===== src/design/vector_stroke_text_generator_assert.svh =====
// ----------------------------------------------------------------------------
// Vector stroke text generator - assertion macros
// Shared forms for the concurrent checks of the generator. Each check is
// clocked on clk and switched off while rst is high.
// ----------------------------------------------------------------------------
`ifndef VECTOR_STROKE_TEXT_GENERATOR_ASSERT_SVH
`define VECTOR_STROKE_TEXT_GENERATOR_ASSERT_SVH

// The consequent must hold in the same cycle as the antecedent.
`define VSTG_ASSERT_IMP(label, ante, cons, msg) \
  label: assert property (@(posedge clk) disable iff (rst) (ante) |-> (cons)) \
    else $error(msg);

// The consequent must hold in the cycle after the antecedent.
`define VSTG_ASSERT_NXT(label, ante, cons, msg) \
  label: assert property (@(posedge clk) disable iff (rst) (ante) |=> (cons)) \
    else $error(msg);

`endif


===== src/design/vstg_pkg.sv =====
// ----------------------------------------------------------------------------
// Vector stroke text generator - package
// Register indexes, character codes, glyph lookup and shared types.
// ----------------------------------------------------------------------------
package vstg_pkg;

  localparam int CHAR_W      = 8;
  localparam int CFG_INDEX_W = 3;
  localparam int CFG_DATA_W  = 12;
  localparam int GLYPH_IDX_W = 6;
  localparam int SEG_IDX_W   = 3;
  localparam int NUM_GLYPHS  = 36;
  localparam int MAX_SEGS    = 6;

  typedef enum logic [CFG_INDEX_W-1:0] {
    REG_START_X   = 3'd0,
    REG_START_Y   = 3'd1,
    REG_MARGIN_X  = 3'd2,
    REG_MARGIN_Y  = 3'd3,
    REG_SCALE     = 3'd4,
    REG_TAB_WIDTH = 3'd5
  } reg_index_t;

  localparam logic [CHAR_W-1:0] CHAR_TAB     = 8'h09;
  localparam logic [CHAR_W-1:0] CHAR_NEWLINE = 8'h0A;
  localparam logic [CHAR_W-1:0] CHAR_SPACE   = 8'h20;
  localparam logic [CHAR_W-1:0] CHAR_ZERO    = 8'h30;
  localparam logic [CHAR_W-1:0] CHAR_NINE    = 8'h39;
  localparam logic [CHAR_W-1:0] CHAR_UPPER_A = 8'h41;
  localparam logic [CHAR_W-1:0] CHAR_UPPER_Z = 8'h5A;
  localparam logic [CHAR_W-1:0] CHAR_LOWER_A = 8'h61;
  localparam logic [CHAR_W-1:0] CHAR_LOWER_Z = 8'h7A;

  // One stroke: a nibble per grid digit, x0 y0 x1 y1 from the top down.
  typedef logic [15:0] seg_word_t;

  // Cursor moves requested of the cursor unit.
  typedef struct packed {
    logic advance;
    logic tab;
    logic line;
  } move_t;

  typedef struct packed {
    logic                   hit;
    logic [GLYPH_IDX_W-1:0] idx;
  } glyph_sel_t;

  function automatic glyph_sel_t glyph_lookup(input logic [CHAR_W-1:0] code);
    glyph_sel_t sel;
    sel.hit = 1'b1;
    sel.idx = '0;
    if (code >= CHAR_UPPER_A && code <= CHAR_UPPER_Z) begin
      sel.idx = GLYPH_IDX_W'(code - CHAR_UPPER_A);
    end else if (code >= CHAR_LOWER_A && code <= CHAR_LOWER_Z) begin
      sel.idx = GLYPH_IDX_W'(code - CHAR_LOWER_A);
    end else if (code >= CHAR_ZERO && code <= CHAR_NINE) begin
      sel.idx = GLYPH_IDX_W'(code - CHAR_ZERO) + GLYPH_IDX_W'(26);
    end else begin
      sel.hit = 1'b0;
    end
    return sel;
  endfunction

endpackage


===== src/design/vstg_ifs.sv =====


interface vstg_seg_if #(
  parameter int COORD_BITS = 12
);
  logic                  valid;
  logic                  ready;
  logic [COORD_BITS-1:0] seg_x0;
  logic [COORD_BITS-1:0] seg_y0;
  logic [COORD_BITS-1:0] seg_x1;
  logic [COORD_BITS-1:0] seg_y1;
  logic                  last_segment;

  modport source (output valid, output seg_x0, output seg_y0, output seg_x1,
                  output seg_y1, output last_segment, input ready);
  modport sink   (input valid, input seg_x0, input seg_y0, input seg_x1,
                  input seg_y1, input last_segment, output ready);
endinterface



===== src/design/vstg_seg_unit.sv =====
// ----------------------------------------------------------------------------
// Vector stroke text generator - segment output stage
// Scales the grid digits of one stroke, adds the cursor with saturation and
// holds the finished word in the output register until it is taken.
// ----------------------------------------------------------------------------
module vstg_seg_unit #(
  parameter int COORD_BITS = 12
) (
  input  logic                  clk,
  input  logic                  rst,
  input  logic                  load,
  input  vstg_pkg::seg_word_t   word,
  input  logic                  last,
  input  logic [COORD_BITS-1:0] cursor_x,
  input  logic [COORD_BITS-1:0] cursor_y,
  input  logic [4:0]            scale,
  output logic                  free,
  vstg_seg_if.source            segs
);

  function automatic logic [COORD_BITS-1:0] place(
    input logic [COORD_BITS-1:0] base,
    input logic [1:0]            digit,
    input logic [4:0]            mult
  );
    logic [6:0]            offset;
    logic [COORD_BITS:0]   s;
    offset = 7'({5'd0, digit} * {2'd0, mult});
    s      = {1'b0, base} + (COORD_BITS + 1)'(offset);
    return s[COORD_BITS] ? '1 : s[COORD_BITS-1:0];
  endfunction

  logic out_valid;

  assign free       = !out_valid || segs.ready;
  assign segs.valid = out_valid;

  always_ff @(posedge clk) begin
    if (rst) begin
      out_valid <= 1'b0;
    end else if (load) begin
      out_valid <= 1'b1;
    end else if (segs.ready) begin
      out_valid <= 1'b0;
    end
  end

  always_ff @(posedge clk) begin
    if (load) begin
      segs.seg_x0       <= place(cursor_x, word[13:12], scale);
      segs.seg_y0       <= place(cursor_y, word[9:8], scale);
      segs.seg_x1       <= place(cursor_x, word[5:4], scale);
      segs.seg_y1       <= place(cursor_y, word[1:0], scale);
      segs.last_segment <= last;
    end
  end

endmodule


===== src/flat_wrapper.sv =====
// flat-port wrapper written by rule: the top's interface ports become plain ports
module vstg_seg_unit_flat 
#(
  parameter int COORD_BITS = 12
)
  (clk, rst, load, word, last, cursor_x, cursor_y, scale, free, segs_valid, segs_seg_x0, segs_seg_y0, segs_seg_x1, segs_seg_y1, segs_last_segment, segs_ready);
  vstg_seg_if #(.COORD_BITS(COORD_BITS)) segs_i ();
  input  logic clk;
  input  logic rst;
  input  logic load;
  input  vstg_pkg::seg_word_t word;
  input  logic last;
  input  logic [COORD_BITS-1:0] cursor_x;
  input  logic [COORD_BITS-1:0] cursor_y;
  input  logic [4:0] scale;
  output logic free;
  output wire logic [$bits(segs_i.valid)-1:0] segs_valid;
  output wire logic [$bits(segs_i.seg_x0)-1:0] segs_seg_x0;
  output wire logic [$bits(segs_i.seg_y0)-1:0] segs_seg_y0;
  output wire logic [$bits(segs_i.seg_x1)-1:0] segs_seg_x1;
  output wire logic [$bits(segs_i.seg_y1)-1:0] segs_seg_y1;
  output wire logic [$bits(segs_i.last_segment)-1:0] segs_last_segment;
  input wire logic [$bits(segs_i.ready)-1:0] segs_ready;
  assign segs_valid = segs_i.valid;
  assign segs_seg_x0 = segs_i.seg_x0;
  assign segs_seg_y0 = segs_i.seg_y0;
  assign segs_seg_x1 = segs_i.seg_x1;
  assign segs_seg_y1 = segs_i.seg_y1;
  assign segs_last_segment = segs_i.last_segment;
  assign segs_i.ready = segs_ready;
  vstg_seg_unit #(.COORD_BITS(COORD_BITS)) u_core (.clk(clk), .rst(rst), .load(load), .word(word), .last(last), .cursor_x(cursor_x), .cursor_y(cursor_y), .scale(scale), .free(free), .segs(segs_i));
endmodule

===== config.mk =====
export PLATFORM = sky130hd
export DESIGN_NAME = vstg_seg_unit_flat
export DESIGN_NICKNAME = d
export VERILOG_FILES = /design/src/design/vector_stroke_text_generator_assert.svh /design/src/design/vstg_pkg.sv /design/src/design/vstg_ifs.sv /design/src/design/vstg_seg_unit.sv /design/src/flat_wrapper.sv
export SDC_FILE = /design/constraint.sdc
export NUM_CORES = 1
export LEC_CHECK = 0
export ABC_AREA = 0
export BUFFER_PORTS_ARGS = -buffer_cell sky130_fd_sc_hd__clkbuf_2
export CAP_MARGIN = 20
export CORE_ASPECT_RATIO = 1.25
export CORE_UTILIZATION = 35
export DETAILED_ROUTE_END_ITERATION = 10
export HOLD_SLACK_MARGIN = 0.12
export PLACE_DENSITY = 0.65
export SETUP_SLACK_MARGIN = 0.4
export SLEW_MARGIN = 5
export SYNTH_ARGS = -nofsm -noshare
export SYNTH_HDL_FRONTEND = slang
export SYNTH_SLANG_ARGS = --single-unit
export TNS_END_PERCENT = 20

===== constraint.sdc =====
create_clock -name clk -period 3.17 [get_ports clk]
set_clock_uncertainty 0.05 [all_clocks]
set_input_delay 0 -clock clk [delete_from_list [all_inputs] [get_ports clk]]
set_output_delay 0 -clock clk [all_outputs]
set_load 0.1 [all_outputs]

# ---- Word level (Yosys, flattened, before mapping)
# Index checks and enable logic that the tools add are counted.
# W data, S select, Z words.
dict set report totals {
  register_bits 50
  input_bits 50
  elab_cells 19
}
dict set report classes {
  n_addsub 4
  n_mul 4
  muxes 2
  n_reduce_logical 3
}
# cell count
set ops {}
lappend ops {{$add A12 B7 Y13} 4}
lappend ops {{$mul A2 B5 Y7} 4}
lappend ops {{$mux W1} 2}
lappend ops {{$reduce_bool A2 Y1} 1}
lappend ops {{$logic_not A1 Y1} 1}
lappend ops {{$logic_or A1 B1 Y1} 1}

# ---- Longest topological paths before layout
dict set report logic_depth {
  word_depth 2
  depth_mapped 11
  depth_no_buf 10
}

# ---- Worst setup path before layout
# Ideal clock, no wire load.
dict set report synth_path {
  path_type {input port to flip-flop}
  start {input port scale[2]}
  end {register u_core.segs.seg_y1[11] (data pin)}
  arrival_time_ns 2.208
  setup_slack_ns 0.652
  stages 10
  path_buffers 1
  cell_sequence {clkbuf_1 > nand2_1 > fa_1 > inv_1 > fa_1 > a211oi_2 > o21bai_1 > a21oi_2 > nor2_1 > mux2_4}
}
dict set report synth_via {
  elab_chain_cells 2
}
# element line_no
set synth_rtl {}
lappend synth_rtl {{start: declaration} flat_wrapper.sv:15} ;# input logic [4:0] scale;
lappend synth_rtl {{$mul A2 B5 Y7} vstg_seg_unit.sv:28} ;# offset = 7'({5'd0, digit} * {2'd0, mult});
lappend synth_rtl {{$add A12 B7 Y13} vstg_seg_unit.sv:29} ;# s = {1'b0, base} + (COORD_BITS + 1)'(offset);
lappend synth_rtl {{end signal: assignment} vstg_seg_unit.sv:53} ;# segs.seg_y1 <= place(cursor_y, word[1:0], scale);
lappend synth_rtl {{end: declaration} vstg_ifs.sv:15} ;# output seg_y1, output last_segment, input ready);
# No other way between the ends.
# A chain may end at the register's enable or synchronous reset.

# ---- Final worst setup path
dict set report layout_path {
  start {input port cursor_x[0]}
  end {register u_core.segs.seg_x0[11] (data pin)}
}
dict set report layout_via {
  elab_chain_cells 1
}
# element line_no
set layout_rtl {}
lappend layout_rtl {{start: declaration} flat_wrapper.sv:13} ;# input logic [COORD_BITS-1:0] cursor_x;
lappend layout_rtl {{$add A12 B7 Y13} vstg_seg_unit.sv:29}
lappend layout_rtl {{end signal: assignment} vstg_seg_unit.sv:50} ;# segs.seg_x0 <= place(cursor_x, word[13:12], scale);
lappend layout_rtl {{end: declaration} vstg_ifs.sv:14} ;# modport source (output valid, output seg_x0, output seg_y0, output seg_x1,
# No other way between the ends.

==> impl_metrics.ini <==
[outcome]
status = complete, no violations

[route]
viasPerCell = 5.01
ant_nets = 0
drc_errors = 0
num_vias = 3029
post_drt_wl_per_cell_um = 13.6
first_pass_iters = 5
first_iter_violations = 106
wirelength_mm = 8.22

[synthesis]
synth.distinct_cells = 44
netlist_top_cells_area = edfxtp_1 39%, fa_1 11%, ha_1 11%
netlist_instances = 363
syn_avg_cell_area_sq_um = 10.5
synth_area_leader_cell = edfxtp_1
synth_top_cell_area_share_pct = 38.7
netlist_area_sq_um = 3810
synth_fp_nets = 465
synth-seq-cells = 50
synth_warnings = 0
ys_seq_area_share_pct = 39.2

[sta]
hold_slack_ps = 146
relSlewSlack_pct = 60.4
maxSlewViolCount = 0
setup_viol = 0
fin_crit_ps = 2570
grt_setup_unrepaired = false
max_clock_freq_mhz = 390
hold_viol = 0
timing.setup.tns_ps = 0
tightest_slew_ps = 593
finalCritPeriodShare_pct = 80.9

[grt]
grtUsageTotal_pct = 15.5
grt_overflow = 0
grt_max_degree = 29
grt_pass1_wl_mm = 13.4
antenna_found_initial = 0
grt_pass1_vias = 2906

[layout]
fillers = 1029
drive_gt1_share_pct = 26.8
n_antenna_cell = 0
final_area_sq_um = 4720
fin_nets = 574
areaGrowthSynthToFinish_pct = 24.0

[clock_tree]
numCtsBuffers = 5
cts_resized = 0
clkTransAtPathRegs_ps = 70
clockRootBuffer = clkbuf_16
cts_tree = built
clock_latency_ps = 290
clockBufferDepth = 2
clkSinkCount = 50
htreeDepth = 2

[critical_path]
cp_max_fo = 5
critical_path.cell_chain = dlygate4sd3_1 > clkbuf_2 > ha_1 > ha_1 > fa_1 > a211oi_1 > o21bai_1 > a21oi_2 > or3_1 > nand3_1
timing_worst_setup_path_type = in -> reg
crit_required_ps = 3140
max_stage_delay_ps = 530
cp-end-kind = flip-flop
path_buf_inv = 2
crit_arrival_ps = 2540
worst_path_most_repeated_cell = ha_1
slowest_stage = dlygate4sd3_1
path_delay_family = adder cells
start_kind = input pin

[power_and_ir_drop]
irDropWorstVdd_mv = 0.230
leakage_nw = 2.23
powerDensity_nw_per_um2 = 591

[min_path]
hp-class = in -> reg

[placement]
gp_congestion = 0.824
place_area_sq_um = 4410
port_buffers = 92
dp_hpwl_mm = 6.49

[run]
cap_violations = 0

[die]
num_rows = 42
initial_utilization_pct = 36.0
die_x_um = 95.3
num_io_pins = 101
coreArea_sq_um = 10600
die_h_um = 119
die-area_sq_um = 11300
-- cells in the mapped netlist, drive strengths merged --
cell type and instances:
ha 32, nand2 49, a211o 1, o22a 1, and3 3, edfxtp 49, a21o 11, nor2 15
nand3 9, inv 38, a31oi 2, mux2 5, a21oi 17, nand4 3, a32oi 1, buf 3
o21bai 5, nand3b 1, o31ai 1, fa 20, nand2b 16, and2 14, a211oi 13, xor2 6
clkbuf 2, o21a 3, dfxtp 1, nor3 1, or3 7, o21ai 25, xnor2 7, a41oi 2
-- sequential cells by signal, summed over array words and instances, names as in the netlist --
signal	flops
u_core.segs.seg_x0	12
u_core.segs.seg_y0	12
u_core.segs.seg_x1	12
u_core.segs.last_segment	1
u_core.segs.valid	1
u_core.segs.seg_y1	12
-- where the power goes --
part | switching, W | total [W] | internal [W]
Combinational | 0.00101 | 0.00130 | 0.000292
Sequential | 0.0000259 | 0.000877 | 0.000851
Clock | 0.000240 | 0.000612 | 0.000372
Total | 0.00127 | 0.00279 | 0.00152
-- kinds of logic after synthesis --
group | after synthesis | synth area share [%]
compound gates | 82 | 15.0
xor+xnor | 13 | 2.99
fa+ha+maj | 52 | 21.0
buf+inv | 43 | 4.50
flops | 50 | 39.2
mux | 5 | 1.58
simple gates | 118 | 15.7
-- cells in the final DEF (no fill, tap or decap), drive strengths merged --
cell type	n
clkbuf	97
edfxtp	49
nand2	49
inv	38
ha	32
o21ai	25
fa	20
a21oi	17
nand2b	16
nor2	15
and2	14
dlygate4sd3	14
a211oi	13
a21o	11
nand3	9
or3	7
xnor2	7
xor2	6
o21bai	5
mux2	5
o21a	3
and3	3
nand4	3
a31oi	2
a41oi	2
clkinvlp	2
o22a	1
a32oi	1
a211o	1
o31ai	1
nor3	1
nand3b	1
bufinv	1
buf	1
dfxtp	1
-- layout make-up --
cell class                 count  area [sq um]  area share (%)
clock buffer                   5           125            2.65
clock inverter                 3          45.0           0.954
inverter                      38           143            3.02
timing repair buffer         107           608            12.9
multi-input combinational    270          2140            45.4
sequential                    50          1490            31.6
tap                          132           165            3.50
-- per-stage QoR --
stage | setup slack (ps) | util (%) | cells | power (W)
2_1_floorplan | 652 | - | 363 | 0.00196
3_3_place_gp | 379 | 41.8 | 583 | 0.00217
3_5_place_dp | 350 | 41.8 | 583 | 0.00218
4_1_cts | 597 | 44.7 | 605 | 0.00281
5_1_grt | 492 | 44.7 | 605 | 0.00293
6_report | 604 | 44.7 | 605 | 0.00279
-- what timing repair did --
action                    CTS  global route
hold buffers               14             0
hold endpoints to repair   22             0
setup buffers               0             0
-- path summary, 6_finish.rpt --
path | from | to | slack [ps] | depth (start not counted)
setup / recovery | cursor_x[0] | u_core.segs.seg_x0[11] | 600 | 10
hold / removal | cursor_y[7] | u_core.segs.seg_y0[8] | 150 | 2
setup reg to reg | u_core.segs.valid | u_core.segs.valid | 1980 | 3
hold reg to reg | u_core.segs.valid | u_core.segs.valid | 1000 | 3
-- per-layer routing --
layer,global-route usage (%),wire length (um),vias to the layer above
met4,8.24,318,0
li1,-,-,1502
met3,2.77,322,21
met5,0,0,-
met1,18.4,3410,1433
met2,25.9,4160,73
Power figures use the tool's default switching activity.
