==> src/design/vector_stroke_text_generator_assert.svh <==
// ----------------------------------------------------------------------------
// Vector stroke text generator - assertion macros
// Shared forms for the concurrent checks of the generator. Each check is
// clocked on clk and switched off while rst is high.
// ----------------------------------------------------------------------------
`ifndef VECTOR_STROKE_TEXT_GENERATOR_ASSERT_SVH
`define VECTOR_STROKE_TEXT_GENERATOR_ASSERT_SVH

// The consequent must hold in the same cycle as the antecedent.
`define VSTG_ASSERT_IMP(label, ante, cons, msg) \
  label: assert property (@(posedge clk) disable iff (rst) (ante) |-> (cons)) \
    else $error(msg);

// The consequent must hold in the cycle after the antecedent.
`define VSTG_ASSERT_NXT(label, ante, cons, msg) \
  label: assert property (@(posedge clk) disable iff (rst) (ante) |=> (cons)) \
    else $error(msg);

`endif

==> src/design/vstg_pkg.sv <==
// ----------------------------------------------------------------------------
// Vector stroke text generator - package
// Register indexes, character codes, glyph lookup and shared types.
// ----------------------------------------------------------------------------
package vstg_pkg;

  localparam int CHAR_W      = 8;
  localparam int CFG_INDEX_W = 3;
  localparam int CFG_DATA_W  = 12;
  localparam int GLYPH_IDX_W = 6;
  localparam int SEG_IDX_W   = 3;
  localparam int NUM_GLYPHS  = 36;
  localparam int MAX_SEGS    = 6;

  typedef enum logic [CFG_INDEX_W-1:0] {
    REG_START_X   = 3'd0,
    REG_START_Y   = 3'd1,
    REG_MARGIN_X  = 3'd2,
    REG_MARGIN_Y  = 3'd3,
    REG_SCALE     = 3'd4,
    REG_TAB_WIDTH = 3'd5
  } reg_index_t;

  localparam logic [CHAR_W-1:0] CHAR_TAB     = 8'h09;
  localparam logic [CHAR_W-1:0] CHAR_NEWLINE = 8'h0A;
  localparam logic [CHAR_W-1:0] CHAR_SPACE   = 8'h20;
  localparam logic [CHAR_W-1:0] CHAR_ZERO    = 8'h30;
  localparam logic [CHAR_W-1:0] CHAR_NINE    = 8'h39;
  localparam logic [CHAR_W-1:0] CHAR_UPPER_A = 8'h41;
  localparam logic [CHAR_W-1:0] CHAR_UPPER_Z = 8'h5A;
  localparam logic [CHAR_W-1:0] CHAR_LOWER_A = 8'h61;
  localparam logic [CHAR_W-1:0] CHAR_LOWER_Z = 8'h7A;

  // One stroke: a nibble per grid digit, x0 y0 x1 y1 from the top down.
  typedef logic [15:0] seg_word_t;

  // Cursor moves requested of the cursor unit.
  typedef struct packed {
    logic advance;
    logic tab;
    logic line;
  } move_t;

  typedef struct packed {
    logic                   hit;
    logic [GLYPH_IDX_W-1:0] idx;
  } glyph_sel_t;

  function automatic glyph_sel_t glyph_lookup(input logic [CHAR_W-1:0] code);
    glyph_sel_t sel;
    sel.hit = 1'b1;
    sel.idx = '0;
    if (code >= CHAR_UPPER_A && code <= CHAR_UPPER_Z) begin
      sel.idx = GLYPH_IDX_W'(code - CHAR_UPPER_A);
    end else if (code >= CHAR_LOWER_A && code <= CHAR_LOWER_Z) begin
      sel.idx = GLYPH_IDX_W'(code - CHAR_LOWER_A);
    end else if (code >= CHAR_ZERO && code <= CHAR_NINE) begin
      sel.idx = GLYPH_IDX_W'(code - CHAR_ZERO) + GLYPH_IDX_W'(26);
    end else begin
      sel.hit = 1'b0;
    end
    return sel;
  endfunction

endpackage

==> src/design/vstg_ifs.sv <==


interface vstg_cfg_if;
  logic                             valid;
  logic                             ready;
  logic [vstg_pkg::CFG_INDEX_W-1:0] index;
  logic [vstg_pkg::CFG_DATA_W-1:0]  data;

  modport source (output valid, output index, output data, input ready);
  modport sink   (input valid, input index, input data, output ready);
endinterface

==> src/design/vstg_cursor.sv <==
// ----------------------------------------------------------------------------
// Vector stroke text generator - cursor and register unit
// Holds the configuration registers and the cursor, keeps the cell, tab and
// line steps in registers, and applies saturating cursor moves.
// ----------------------------------------------------------------------------
module vstg_cursor #(
  parameter int GLYPH_WIDTH  = 3,
  parameter int GLYPH_HEIGHT = 3,
  parameter int COORD_BITS   = 12
) (
  input  logic                  clk,
  input  logic                  rst,
  vstg_cfg_if.sink              cfg,
  input  vstg_pkg::move_t       move,
  output logic [COORD_BITS-1:0] cursor_x,
  output logic [COORD_BITS-1:0] cursor_y,
  output logic [4:0]            scale
);

  localparam int ADV_MAX  = GLYPH_WIDTH * 31 + 126;
  localparam int ADV_W    = $clog2(ADV_MAX + 1);
  localparam int TAB_W    = $clog2(ADV_MAX * 31 + 1);
  localparam int LINE_W   = $clog2(GLYPH_HEIGHT * 31 + 127);
  localparam int STEP_W   = (TAB_W > LINE_W) ? TAB_W : LINE_W;
  localparam int SUM_W    = ((COORD_BITS > STEP_W) ? COORD_BITS : STEP_W) + 1;
  localparam int CLAMP_W  = (COORD_BITS > vstg_pkg::CFG_DATA_W) ?
                            COORD_BITS : vstg_pkg::CFG_DATA_W;
  localparam int COORD_MAX = (1 << COORD_BITS) - 1;

  logic [COORD_BITS-1:0] start_x;
  logic [COORD_BITS-1:0] start_y;
  logic [6:0]            margin_x;
  logic [6:0]            margin_y;
  logic [4:0]            tab_width;
  logic [ADV_W-1:0]      adv_cell;
  logic [ADV_W-1:0]      adv_cell_next;
  logic [TAB_W-1:0]      adv_tab;
  logic [TAB_W-1:0]      adv_tab_next;
  logic [LINE_W-1:0]     adv_line;
  logic [LINE_W-1:0]     adv_line_next;
  logic [6:0]            mx_less;
  logic [6:0]            my_less;
  logic [CLAMP_W-1:0]    wr_wide;
  logic [COORD_BITS-1:0] wr_coord;
  logic                  wr_en;

  function automatic logic [COORD_BITS-1:0] sat_add(
    input logic [COORD_BITS-1:0] a,
    input logic [STEP_W-1:0]     b
  );
    logic [SUM_W-1:0] s;
    s = SUM_W'(a) + SUM_W'(b);
    return (s > SUM_W'(COORD_MAX)) ? COORD_BITS'(COORD_MAX) : s[COORD_BITS-1:0];
  endfunction

  assign cfg.ready = 1'b1;

  always_comb begin
    wr_en    = cfg.valid && cfg.ready;
    wr_wide  = CLAMP_W'(cfg.data);
    wr_coord = (wr_wide > CLAMP_W'(COORD_MAX)) ? COORD_BITS'(COORD_MAX)
                                               : wr_wide[COORD_BITS-1:0];
    // A margin of zero contributes nothing rather than wrapping.
    mx_less  = (margin_x == 7'd0) ? 7'd0 : margin_x - 7'd1;
    my_less  = (margin_y == 7'd0) ? 7'd0 : margin_y - 7'd1;
    adv_cell_next = ADV_W'(GLYPH_WIDTH) * ADV_W'(scale) + ADV_W'(mx_less);
    adv_line_next = LINE_W'(GLYPH_HEIGHT) * LINE_W'(scale) + LINE_W'(my_less);
    adv_tab_next  = TAB_W'(adv_cell) * TAB_W'(tab_width);
  end

  // Steps are registered; the tab step uses the registered cell step.
  always_ff @(posedge clk) begin
    if (rst) begin
      adv_cell <= ADV_W'(GLYPH_WIDTH);
      adv_line <= LINE_W'(GLYPH_HEIGHT);
      adv_tab  <= TAB_W'(GLYPH_WIDTH);
    end else begin
      adv_cell <= adv_cell_next;
      adv_line <= adv_line_next;
      adv_tab  <= adv_tab_next;
    end
  end

  always_ff @(posedge clk) begin
    if (rst) begin
      start_x   <= '0;
      start_y   <= '0;
      margin_x  <= 7'd1;
      margin_y  <= 7'd1;
      scale     <= 5'd1;
      tab_width <= 5'd1;
      cursor_x  <= '0;
      cursor_y  <= '0;
    end else begin
      if (move.advance) begin
        cursor_x <= sat_add(cursor_x, STEP_W'(adv_cell));
      end
      if (move.tab) begin
        cursor_x <= sat_add(cursor_x, STEP_W'(adv_tab));
      end
      if (move.line) begin
        cursor_x <= start_x;
        cursor_y <= sat_add(cursor_y, STEP_W'(adv_line));
      end
      if (wr_en) begin
        case (cfg.index)
          vstg_pkg::REG_START_X: begin
            start_x  <= wr_coord;
            cursor_x <= wr_coord;
          end
          vstg_pkg::REG_START_Y: begin
            start_y  <= wr_coord;
            cursor_y <= wr_coord;
          end
          vstg_pkg::REG_MARGIN_X:  margin_x  <= cfg.data[6:0];
          vstg_pkg::REG_MARGIN_Y:  margin_y  <= cfg.data[6:0];
          vstg_pkg::REG_SCALE:     scale     <= cfg.data[4:0];
          vstg_pkg::REG_TAB_WIDTH: tab_width <= cfg.data[4:0];
          default: ;
        endcase
      end
    end
  end

endmodule

==> src/flat_wrapper.sv <==
// flat-port wrapper written by rule: the top's interface ports become plain ports
module vstg_cursor_flat 
#(
  parameter int GLYPH_WIDTH  = 3,
  parameter int GLYPH_HEIGHT = 3,
  parameter int COORD_BITS   = 12
)
  (clk, rst, move, cursor_x, cursor_y, scale, cfg_valid, cfg_index, cfg_data, cfg_ready);
  vstg_cfg_if cfg_i ();
  input  logic clk;
  input  logic rst;
  input  vstg_pkg::move_t move;
  output logic [COORD_BITS-1:0] cursor_x;
  output logic [COORD_BITS-1:0] cursor_y;
  output logic [4:0] scale;
  input wire logic [$bits(cfg_i.valid)-1:0] cfg_valid;
  input wire logic [$bits(cfg_i.index)-1:0] cfg_index;
  input wire logic [$bits(cfg_i.data)-1:0] cfg_data;
  output wire logic [$bits(cfg_i.ready)-1:0] cfg_ready;
  assign cfg_i.valid = cfg_valid;
  assign cfg_i.index = cfg_index;
  assign cfg_i.data = cfg_data;
  assign cfg_ready = cfg_i.ready;
  vstg_cursor #(.GLYPH_WIDTH(GLYPH_WIDTH), .GLYPH_HEIGHT(GLYPH_HEIGHT), .COORD_BITS(COORD_BITS)) u_core (.clk(clk), .rst(rst), .cfg(cfg_i), .move(move), .cursor_x(cursor_x), .cursor_y(cursor_y), .scale(scale));
endmodule
==> config.mk <==
export PLATFORM = sky130hd
export DESIGN_NAME = vstg_cursor_flat
export DESIGN_NICKNAME = d
export VERILOG_FILES = /design/src/design/vector_stroke_text_generator_assert.svh /design/src/design/vstg_pkg.sv /design/src/design/vstg_ifs.sv /design/src/design/vstg_cursor.sv /design/src/flat_wrapper.sv
export SDC_FILE = /design/constraint.sdc
export NUM_CORES = 1
export LEC_CHECK = 0
export ABC_AREA = 1
export BUFFER_PORTS_ARGS = -buffer_cell sky130_fd_sc_hd__buf_2
export CAP_MARGIN = 20
export CORE_MARGIN = 8
export CORE_UTILIZATION = 55
export CTS_BUF_LIST = sky130_fd_sc_hd__clkbuf_8
export DETAILED_ROUTE_END_ITERATION = 10
export GPL_ROUTABILITY_DRIVEN = 0
export HOLD_SLACK_MARGIN = 0.06
export PLACE_DENSITY_LB_ADDON = 0.12
export SLEW_MARGIN = 20
export SYNTH_ARGS = -nofsm -noshare
export SYNTH_HDL_FRONTEND = slang
export SYNTH_SLANG_ARGS = --single-unit
==> constraint.sdc <==
create_clock -name clk -period 4.9 [get_ports clk]
set_input_delay 0.245 -clock clk [delete_from_list [all_inputs] [get_ports clk]]
set_output_delay 0.245 -clock clk [all_outputs]
set_load 0.005 [all_outputs]
# --- Yosys cells after proc, flatten, opt, wreduce, memory -nomap -nowiden ---
# Index checks and enable logic that the tools add are counted.
# Widths: inputs -> output; s select.
totals:
  reg_bits: 89
  word_cells: 50
  out_inout_bits: 30
classes:
  add_sub_neg: 7
  multipliers: 2
  n_reduce_logical: 8
  n_mux: 14
  eq_ne: 5
  magnitude_cmp: 4
ops:
  columns: ["cell", "count"]
  rows:
  - ["$mux 12", 12]
  - ["$gt 14x12->1 const B", 3]
  - ["$add 12x8->13", 2]
  - ["$add 7x7->8", 2]
  - ["$add 12x13->14", 1]
  - ["$logic_not 7->1", 2]
  - ["$mux 7", 2]
  - ["$sub 7x1->7 const B", 2]
  - ["$mul 8x5->13", 1]
  - ["$gt 12x12->1 const B", 1]
  - ["$reduce_and 2->1", 5]
  - ["$mul 2x5->7 const A", 1]
  - ["$eq 3x2->1 const B", 2]
  - ["$eq 3x3->1 const B", 2]
  - ["$eq 3x1->1 const B", 1]
  - ["$logic_not 3->1", 1]

# --- Depth between registers and ports, before layout ---
# Gate-level depths: netlist (run 1).
logic_depth:
  word_depth: 8
  depth_mapped: 18
  mapped_depth_nobuf: 17

# --- Worst setup path after synthesis (run 1) ---
# OpenSTA, ideal clock, no wires.
synth_timing:
  kind: "register to register"
  from: "reg u_core.tab_width[4]"
  to: "reg u_core.adv_tab[9]"
  required_ns: 4.779
  period_less_slack_ns: 3.563
  setup_ns: 0.121
  stages_incl_launch_ff: 17
  slack_ns: 1.337
  t_arrival_ns: 3.442
  cell_sequence: "dfxtp_1 > clkbuf_1 > nand2_1 > fa_1 > fa_1 > fa_1 > inv_1 > ha_1 > a21oi_1 > nand2_1 > inv_1 > o21ai_0 > and2_1 > o21ai_0 > nand2_1 > o21ai_0 > a21oi_1"
synth_between:
  elab_chain_cells: 1
synth_lines:
  columns: ["item", "line", "rtl"]
  rows:
  - ["start, declared", "vstg_cursor.sv:34", "logic [4:0] tab_width;"]
  - ["start signal, assigned", "vstg_cursor.sv:118", "vstg_pkg::REG_TAB_WIDTH: tab_width <= cfg.data[4:0];"]
  - ["$mul 8x5->13", "vstg_cursor.sv:68", "adv_tab_next = TAB_W'(adv_cell) * TAB_W'(tab_width);"]
  - ["end signal, assigned", "vstg_cursor.sv:76", "adv_tab <= TAB_W'(GLYPH_WIDTH);"]
  - ["end signal, assigned", "vstg_cursor.sv:80", "adv_tab <= adv_tab_next;"]
  - ["end, declared", "vstg_cursor.sv:37", "logic [TAB_W-1:0] adv_tab;"]
# No other way between the ends.
# A chain may end at the register's enable or synchronous reset.

# --- Final worst setup path (run 1) ---
# Ends and elaborated chain as after synthesis.

==> results of run 1 <==
[registers in the layout, indices dropped and copies added, names as in the netlist]
name and flops:
u_core.adv_cell 8, u_core.adv_line 8, u_core.scale 5, u_core.start_x 12, u_core.margin_y 7, u_core.adv_tab 13
u_core.tab_width 5, u_core.cursor_y 12, u_core.cursor_x 12, u_core.margin_x 7
[cell usage in the layout, fill, tap and decap left out, drive strengths merged]
cell	n
inv	160
nor3	7
clkinvlp	1
nor2	90
o221ai	2
ha	73
and2	1
o21a	1
clkbuf	9
fa	24
o2111ai	1
nand2	256
o21bai	4
bufinv	1
a31oi	5
o21ai	81
a21o	4
nor3b	2
xnor2	8
nand3b	3
conb	1
buf	51
nand4	21
clkinv	6
a21oi	99
or2	13
xor2	12
nand3	54
dfxtp	89
o211ai	9
[routing by layer]
| layer | GRT usage [%] | up-vias | wire length [µm] |
|---|---|---|---|
| li1 | - | 3457 | - |
| met1 | 29.4 | 2968 | 8490 |
| met2 | 34.6 | 113 | 7770 |
| met3 | 3.84 | 17 | 847 |
| met4 | 5.74 | 0 | 242 |
| met5 | 0 | - | 0 |
[cell families after synthesis]
| logic type | synth area share (%) |
|---|---|
| xor+xnor | 2.44 |
| buf+inv | 10.0 |
| fa+ha+maj | 19.4 |
| flops | 24.8 |
| other cells | 0.0521 |
| compound gates | 16.1 |
| simple gates | 27.2 |
[final cells by class]
cell class | count | area [µm²]
tap | 172 | 215
inverter | 161 | 604
clock inverter | 7 | 83.8
sequential | 89 | 1780
multi-input combinational | 771 | 4690
fill | 1246 | 4960
clock buffer | 9 | 124
timing repair buffer | 51 | 260
[metrics by stage]
stage / hold slack (ns) / setup slack, ns / utilization, % / cell area, µm²
floorplan: 0.371 / 1.34 / - / 7190
global placement: 0.453 / 1.27 / 59.4 / 7550
detailed placement: 0.459 / 1.14 / 59.4 / 7550
CTS: 0.104 / 1.12 / 61.0 / 7760
global route: 0.128 / 0.755 / 61.0 / 7760
finish: 0.125 / 1.11 / 61.0 / 7760
[final timing paths]
kind	startpoint	endpoint	slack [ns]	cells after the start
max	u_core.tab_width[4]	u_core.adv_tab[9]	1.11	15
min reg2reg	u_core.start_x[4]	u_core.start_x[4]	0.47	2
min	cfg_data[10]	u_core.cursor_y[10]	0.12	3
max reg2reg	u_core.tab_width[4]	u_core.adv_tab[9]	1.11	15
[where the power goes]
group | switching [µW] | internal (µW) | leakage (µW)
clock network | 295 | 241 | 0.000104
registers | 45.4 | 764 | 0.000726
logic | 248 | 161 | 0.00318
total | 589 | 1170 | 0.00401
[tightest hold or removal path, delay by kind of cell]
family | cells | cell delay (ns)
compound gates | 1 | 0.09
buf+inv | 2 | 0.14
==> results.sh, run 1 <==
export IMPL_vias=6555
export IMPL_ant_nets=0
export IMPL_crit_type="reg -> reg"
export IMPL_cts_tree="built"
export IMPL_synth_edf_count=0
export IMPL_fin_nets=1201
export IMPL_postCtsHoldBufs=0
export IMPL_fin_crit_ns=3.79
export IMPL_worst_path_buf_inv=2
export IMPL_ys_top_cells_by_area="dfxtp_1 25%, nand2_1 13%, ha_1 13%"
export IMPL_syn_num_nets=1167
export IMPL_cellLeakagePower_uw=0.00401
export IMPL_drcViolationCount=0
export IMPL_post_cts_setup_buffer_count=0
export IMPL_cts_max_level=3
export IMPL_cts_made_buffers=9
export IMPL_io_pins=51
export IMPL_clk_pin_slew_worst_paths_ns=0.09
export IMPL_path_max_fanout=9
export IMPL_yosysSeqAreaShare_pct=24.8
export IMPL_synth_main_ff_cell="dfxtp_1"
export IMPL_grt_pass1_vias=6133
export IMPL_portBuffers=49
export IMPL_min_path_type="in -> reg"
export IMPL_ys_warn_count=0
export IMPL_antenna_cells=0
export IMPL_layout_cells_non_filler=1260
export IMPL_maxSlewViolCount=0
export IMPL_coreArea_um2=12700
export IMPL_antenna_found_initial=0
export IMPL_cp_slowest_stage_delay_ns=0.54
export IMPL_cp_slowest_cell="fa_1"
export IMPL_crit_path_start_kind="register"
export IMPL_via_per_inst=5.20
export IMPL_peakVddDrop_mv=0.182
export IMPL_fp_dieH_um=130
export IMPL_clock_fmax_mhz=264
export IMPL_fin_setup_tns_ns=0
export IMPL_grt_pass1_wl_mm=29.4
export IMPL_cts_buffer_depth=2
export IMPL_initial_utilization_pct=56.5
export IMPL_cp_required_ns=5.17
export IMPL_path_cells="nand2_1 -> fa_1 -> fa_1 -> fa_1 -> inv_1 -> ha_1 -> a21oi_1 -> nand2_1 -> inv_1 -> o21ai_0 -> and2_1 -> o21ai_0 -> nand2_1 -> o21ai_0 -> a21oi_1"
export IMPL_synthCells=1049
export IMPL_slew_headroom_pct=46.8
export IMPL_cts_sinks=89
export IMPL_rsz0062_at_grt="false"
export IMPL_status="complete, no violations"
export IMPL_synth_area_um2=7190
export IMPL_critPathArrivalTime_ns=4.06
export IMPL_clock_latency_ns=0.38
export IMPL_setup_viol=0
export IMPL_totalPowerFinal_uw=1750
export IMPL_cts_resized=0
export IMPL_synth_top_area_share_pct=24.8
export IMPL_die_width_um=130
export IMPL_drive_gt1_share_pct=10.5
export IMPL_tightestPinTransition_ns=0.798
export IMPL_hold_violations=0
export IMPL_ys_top_cells_by_count="248 x nand2_1, 157 x inv_1, 89 x dfxtp_1, 86 x nor2_1, 84 x a21oi_1"
export IMPL_die_area_um2=17000
export IMPL_clock_skew_ns=0.0146
export IMPL_drtIter0Drc=552
export IMPL_first_pass_iters=4
export IMPL_ys_ff_latch=89
export IMPL_overflow=0
export IMPL_cts_root_buf="clkbuf_8"
export IMPL_routed_wl_mm=17.4
export IMPL_row_count=41
export IMPL_p_per_area_nw_per_um2=226
export IMPL_cp_top_family="adder cells"
export IMPL_synth_largest_area_cell="dfxtp_1"
export IMPL_crit_path_end_kind="register"
export IMPL_grt_max_degree=39
export IMPL_track_usage_pct=21.6
export IMPL_dp_hpwl_mm=13.6
export IMPL_avgSynthCellArea_um2=6.86
export IMPL_area_growth_pct=7.86
export IMPL_wl_per_cell_um=13.8
export IMPL_ys_types=43
export IMPL_yosysMostFrequentCell="nand2_1"
export IMPL_async_flop_share_pct=0
export IMPL_placed_cells=1244
export IMPL_fin_crit_sh_pct=77.4
export IMPL_drv_cap=0
(Power assumes the default switching activity.)
==> inputs of run 2 (changes only) <==
==> constraint.sdc (replaced) <==
create_clock -name clk -period 3.31 [get_ports clk]
set_input_delay 0.1655 -clock clk [delete_from_list [all_inputs] [get_ports clk]]
set_output_delay 0.1655 -clock clk [all_outputs]
set_load 0.005 [all_outputs]
==> run 2 against run 1 <==
Effect of this change:
- global-route usage down 0.55 points
- die area unchanged
- maximum frequency up 16%
- utilization up 3.2 points
- register-to-register slack worse by 1.1 ns
- hold slack worse by 0.032 ns
- non-clock buffer count up 31
- clock power up 62%
- flip-flop and latch count unchanged
==> results.sh, run 2 (same netlist as run 1, synthesis figures left out) <==
export IMPL_status="complete, no violations"
export IMPL_slew_headroom_pct=48.0
export IMPL_area_growth_pct=13.6
export IMPL_postLayoutCoreUtil_pct=64.2
export IMPL_clock_fmax_mhz=305
export IMPL_cp_required_ns=3.56
export IMPL_drv_cap=0
export IMPL_layout_common_cells="246 x nand2_1, 155 x inv_1, 85 x nor2_1"
export IMPL_cp_slowest_cell="fa_1"
export IMPL_design_area_um2=8170
export IMPL_busiest_layer="met2"
export IMPL_worstHoldStart="cfg_data[7]"
export IMPL_cts_tree="built"
export IMPL_ant_nets=0
export IMPL_hold_end="u_core.cursor_x[7]"
export IMPL_path_max_fanout=5
export IMPL_gr_usage_met1_pct=28.7
export IMPL_first_pass_iters=5
export IMPL_clk_pin_slew_worst_paths_ns=0.09
export IMPL_antenna_found_initial=0
export IMPL_die_area_um2=17000
export IMPL_min_path_type="in -> reg"
export IMPL_p_per_area_nw_per_um2=332
export IMPL_hold_violations=0
export IMPL_fin_nets=1232
export IMPL_initial_utilization_pct=56.5
export IMPL_layout_setup_ws_ns=0.0330
export IMPL_hold_depth=3
export IMPL_overflow=0
export IMPL_via_per_inst=5.24
export IMPL_fin_crit_ns=3.28
export IMPL_reg2reg_from="u_core.tab_width[4]"
export IMPL_final_fill_count=1250
export IMPL_fin_crit_sh_pct=99.0
export IMPL_dp_slack_ns=-0.124
export IMPL_placed_cell_area_um2=7810
export IMPL_rr_worst_depth=15
export IMPL_die_width_um=130
export IMPL_antenna_cells=0
export IMPL_portBuffers=49
export IMPL_met2_usage_pct=33.9
export IMPL_cts_root_buf="clkbuf_8"
export IMPL_largest_reg_flops=13
export IMPL_cts_max_level=3
export IMPL_drive_gt1_share_pct=15.4
export IMPL_crit_path_end_kind="register"
export IMPL_cts_sinks=89
export IMPL_mostFrequentLayoutCell="nand2_1"
export IMPL_cellLeakagePower_uw=0.00419
export IMPL_peakVddDrop_mv=0.182
export IMPL_clock_skew_ns=0.0138
export IMPL_path_cells="nand2_1 -> inv_1 -> fa_1 -> fa_1 -> inv_1 -> fa_1 -> inv_1 -> ha_4 -> a21oi_4 -> o21ai_2 -> and2_4 -> o21ai_1 -> nand2_1 -> o21ai_1 -> a21oi_1"
export IMPL_tightestPinTransition_ns=0.779
export IMPL_wl_per_cell_um=13.7
export IMPL_dp_hpwl_mm=13.7
export IMPL_coreArea_um2=12700
export IMPL_cp_top_family="adder cells"
export IMPL_multi_input_comb_area_um2=4830
export IMPL_track_usage_pct=21.1
export IMPL_regArea_um2=1790
export IMPL_cts_made_buffers=9
export IMPL_clock_latency_ns=0.37
export IMPL_maxSlewViolCount=0
export IMPL_crit_path_start_kind="register"
export IMPL_rsz0062_at_grt="true"
export IMPL_routed_wl_mm=17.7
export IMPL_io_pins=51
export IMPL_grt_pass1_vias=6013
export IMPL_top_register="u_core.adv_tab"
export IMPL_vias=6761
export IMPL_worst_path_buf_inv=3
export IMPL_rrSetupSlack_ns=0.03
export IMPL_use_met3_pct=2.65
export IMPL_grt_pass1_wl_mm=28.6
export IMPL_setup_viol=0
export IMPL_drcViolationCount=0
export IMPL_grt_max_degree=36
export IMPL_drtIter0Drc=369
export IMPL_cts_buffer_depth=2
export IMPL_critPathArrivalTime_ns=3.53
export IMPL_crit_type="reg -> reg"
export IMPL_r2r_end="u_core.adv_tab[9]"
export IMPL_row_count=41
export IMPL_cp_slowest_stage_delay_ns=0.52
export IMPL_fp_dieH_um=130
run 2: changes by cell type in the layout (fill, tap and decap cells not counted), moves of 5 or more:
cell,previous run,this run
o21ai_0,73,68
a21oi_1,84,78
ha_1,73,66
buf_4,2,31
ha_4,0,6
a21oi_2,14,19
dfxtp_1,89,84
run 2: metal layers:
layer	vias up	wire length, µm
met2	162	8050
met4	0	315
li1	3518	-
met1	3058	8540
met3	23	835
met5	-	0
run 2: timing repair:
action,4_1_cts,5_1_grt
pin swaps,11,22
buffers inserted,1,1
setup endpoints to repair,2,5
hold buffers,1,0
hold endpoints to repair,1,0
gates resized for setup,11,23
run 2: worst min-delay path, delay by kind of cell:
kind | cells | cell delay [ns]
compound gates | 1 | 0.06
buf+inv | 1 | 0.11
simple gates | 1 | 0.09
run 2: worst max-delay path by stage:
| stage | startpoint | endpoint | slack (ns) | depth (start not counted) |
|---|---|---|---|---|
| finish | u_core.tab_width[4] | u_core.adv_tab[9] | 0.03 | 15 |
| detailed placement | u_core.tab_width[3] | u_core.adv_tab[9] | -0.12 | 15 |
| CTS | u_core.tab_width[4] | u_core.adv_tab[12] | 0.0006 | 14 |
| floorplan | u_core.tab_width[4] | u_core.adv_tab[9] | -0.001 | 16 |
| global route | u_core.tab_width[4] | u_core.adv_tab[12] | -0.09 | 16 |
| global placement | u_core.tab_width[4] | u_core.adv_tab[9] | -0.06 | 15 |
run 2: report_power, final:
part	internal [µW]	switching, µW
Combinational	270	391
Clock	449	421
Sequential	1130	54.5
run 2: final cells by class:
class	count	area share [%]
repair buffers	82	6.11
flip-flops and latches	89	21.9
inverters	161	7.40
well taps	172	2.63
clock buffers	10	1.68
clock inverters	6	1.09
multi-input cells	771	59.1
run 2: stage by stage:
step           setup TNS, ns  instances  total power, µW  hold slack, ns
5_1_grt               -0.324       1291             2880          0.0818
6_report                   0       1291             2720          0.0934
3_5_place_dp          -0.186       1272             1860           0.435
3_3_place_gp         -0.0736       1272             1850           0.421
4_1_cts                    0       1290             2730          0.0735
2_1_floorplan      -0.000971       1049             1660           0.292
==> inputs of run 3 (changes only) <==
--- a/config.mk
+++ b/config.mk
@@ -14,7 +14,7 @@
 export DETAILED_ROUTE_END_ITERATION = 10
 export GPL_ROUTABILITY_DRIVEN = 0
 export HOLD_SLACK_MARGIN = 0.06
-export PLACE_DENSITY_LB_ADDON = 0.12
+export PLACE_DENSITY = 0.77
 export SLEW_MARGIN = 20
 export SYNTH_ARGS = -nofsm -noshare
 export SYNTH_HDL_FRONTEND = slang
==> run 3 against run 2 <==
Effect of this change:
- maximum frequency fell by 0.35%
- cell area fell by 0.14%
- worst setup slack got worse by 0.011 ns
- clock skew rose by 0.0053 ns
- largest cell class unchanged
- highest routed layer unchanged
==> results.sh, run 3 (same netlist as run 1, synthesis figures left out) <==
export IMPL_wl_per_cell_um=13.9
export IMPL_track_usage_pct=21.9
export IMPL_overflow=0
export IMPL_top_register="u_core.adv_tab"
export IMPL_cts_root_buf="clkbuf_8"
export IMPL_clock_fmax_mhz=304
export IMPL_drtIter0Drc=447
export IMPL_fin_nets=1233
export IMPL_drcViolationCount=0
export IMPL_crit_path_end_kind="register"
export IMPL_rsz0062_at_grt="true"
export IMPL_path_max_fanout=4
export IMPL_setup_viol=0
export IMPL_critPathArrivalTime_ns=3.60
export IMPL_cp_top_family="adder cells"
export IMPL_min_path_type="in -> reg"
export IMPL_row_count=41
export IMPL_mostFrequentLayoutCell="nand2_1"
export IMPL_cts_sinks=89
export IMPL_crit_type="reg -> reg"
export IMPL_hold_violations=0
export IMPL_antenna_cells=0
export IMPL_clock_latency_ns=0.39
export IMPL_cellLeakagePower_uw=0.00420
export IMPL_fin_crit_sh_pct=99.4
export IMPL_peakVddDrop_mv=0.187
export IMPL_placed_cell_area_um2=7790
export IMPL_cp_slowest_stage_delay_ns=0.56
export IMPL_fin_crit_ns=3.29
export IMPL_initial_utilization_pct=56.5
export IMPL_dp_hpwl_mm=13.9
export IMPL_coreArea_um2=12700
export IMPL_placed_cells=1269
export IMPL_clk_pin_slew_worst_paths_ns=0.10
export IMPL_io_pins=51
export IMPL_grt_pass1_vias=6566
export IMPL_layout_cells_non_filler=1292
export IMPL_via_per_inst=5.28
export IMPL_cts_buffer_depth=2
export IMPL_grt_pass1_wl_mm=29.9
export IMPL_cts_max_level=3
export IMPL_maxSlewViolCount=0
export IMPL_cts_made_buffers=9
export IMPL_portBuffers=49
export IMPL_largest_reg_flops=13
export IMPL_layout_common_cells="242 x nand2_1, 149 x inv_1, 85 x nor2_1"
export IMPL_status="complete, no violations"
export IMPL_clock_skew_ns=0.0191
export IMPL_antenna_found_initial=0
export IMPL_drive_gt1_share_pct=16.3
export IMPL_worst_path_buf_inv=1
export IMPL_routed_wl_mm=17.9
export IMPL_path_cells="nand2_2 -> fa_1 -> fa_1 -> fa_1 -> inv_1 -> ha_4 -> nand2_2 -> o21ai_2 -> nand4_1 -> nand2_2 -> a21oi_2 -> o21bai_1 -> o21ai_1 -> a21oi_1"
export IMPL_die_area_um2=17000
export IMPL_cts_tree="built"
export IMPL_slew_headroom_pct=51.5
export IMPL_totalPowerFinal_uw=2660
export IMPL_grt_max_degree=36
export IMPL_design_area_um2=8160
export IMPL_ant_nets=0
export IMPL_first_pass_iters=5
export IMPL_drv_cap=0
export IMPL_die_width_um=130
export IMPL_cp_slowest_cell="fa_1"
export IMPL_dp_slack_ns=-0.158
export IMPL_p_per_area_nw_per_um2=325
export IMPL_cp_required_ns=3.62
export IMPL_tightestPinTransition_ns=0.727
export IMPL_layout_setup_ws_ns=0.0215
export IMPL_area_growth_pct=13.4
export IMPL_crit_path_start_kind="register"
export IMPL_fp_dieH_um=130
export IMPL_vias=6822
==> run 3: cell types whose count changed in the layout (fill, tap and decap cells not counted), sizes merged <==
cell,change
clkinv,+2
dlygate4sd3,+1
clkinvlp,-1
bufinv,-1
==> run 3: metal layers <==
metal | global-route usage [%] | vias up | part of all wire [%]
li1 | - | 3531 | -
met1 | 27.4 | 3098 | 46
met2 | 37.1 | 162 | 47
met3 | 3.71 | 31 | 5.2
met4 | 8.04 | 0 | 2.3
met5 | 0 | - | 0
==> run 3: stage by stage <==
| stage | setup TNS (ns) | hold WS, ns | utilization, % |
|---|---|---|---|
| 2_1_floorplan | -0.000971 | 0.292 | - |
| 3_3_place_gp | -0.0438 | 0.448 | 61.2 |
| 3_5_place_dp | -0.274 | 0.451 | 61.2 |
| 4_1_cts | 0 | 0.0663 | 63.3 |
| 5_1_grt | -0.430 | 0.0799 | 64.1 |
| 6_report | 0 | 0.0807 | 64.1 |
==> run 3: final timing paths <==
check / start / end / slack, ns / depth (start not counted)
min: cfg_data[7] / u_core.cursor_x[7] / 0.08 / 3
min reg2reg: u_core.start_x[0] / u_core.start_x[0] / 0.47 / 2
max reg2reg: u_core.adv_cell[0] / u_core.adv_tab[12] / 0.02 / 14
max: u_core.adv_cell[0] / u_core.adv_tab[12] / 0.02 / 14
==> run 3: what timing repair did <==
action,in CTS,in global routing
hold endpoints to repair,2,0
setup endpoints to repair,2,6
hold buffers,2,0
setup buffers,3,2
gates resized for setup,12,33
pin swaps,9,28
cloned,0,0
==> run 3: tightest hold or removal path: stages <==
cell     delay (ns)
buf_2          0.11
nand2_1        0.09
a21oi_2        0.06
==> run 3: cell type report <==
class	count	area, µm²
Inverter	161	604
Clock buffer	10	138
Multi-Input combinational cell	771	4820
Sequential cell	89	1800
Tap cell	172	215
Timing Repair Buffer	83	509
Fill cell	1213	4560
Clock inverter	6	72.6
==> run 3: power by group <==
group	internal (µW)	switching [µW]
clock	380	420
sequential	1130	57.6
combinational	272	396
total	1780	874
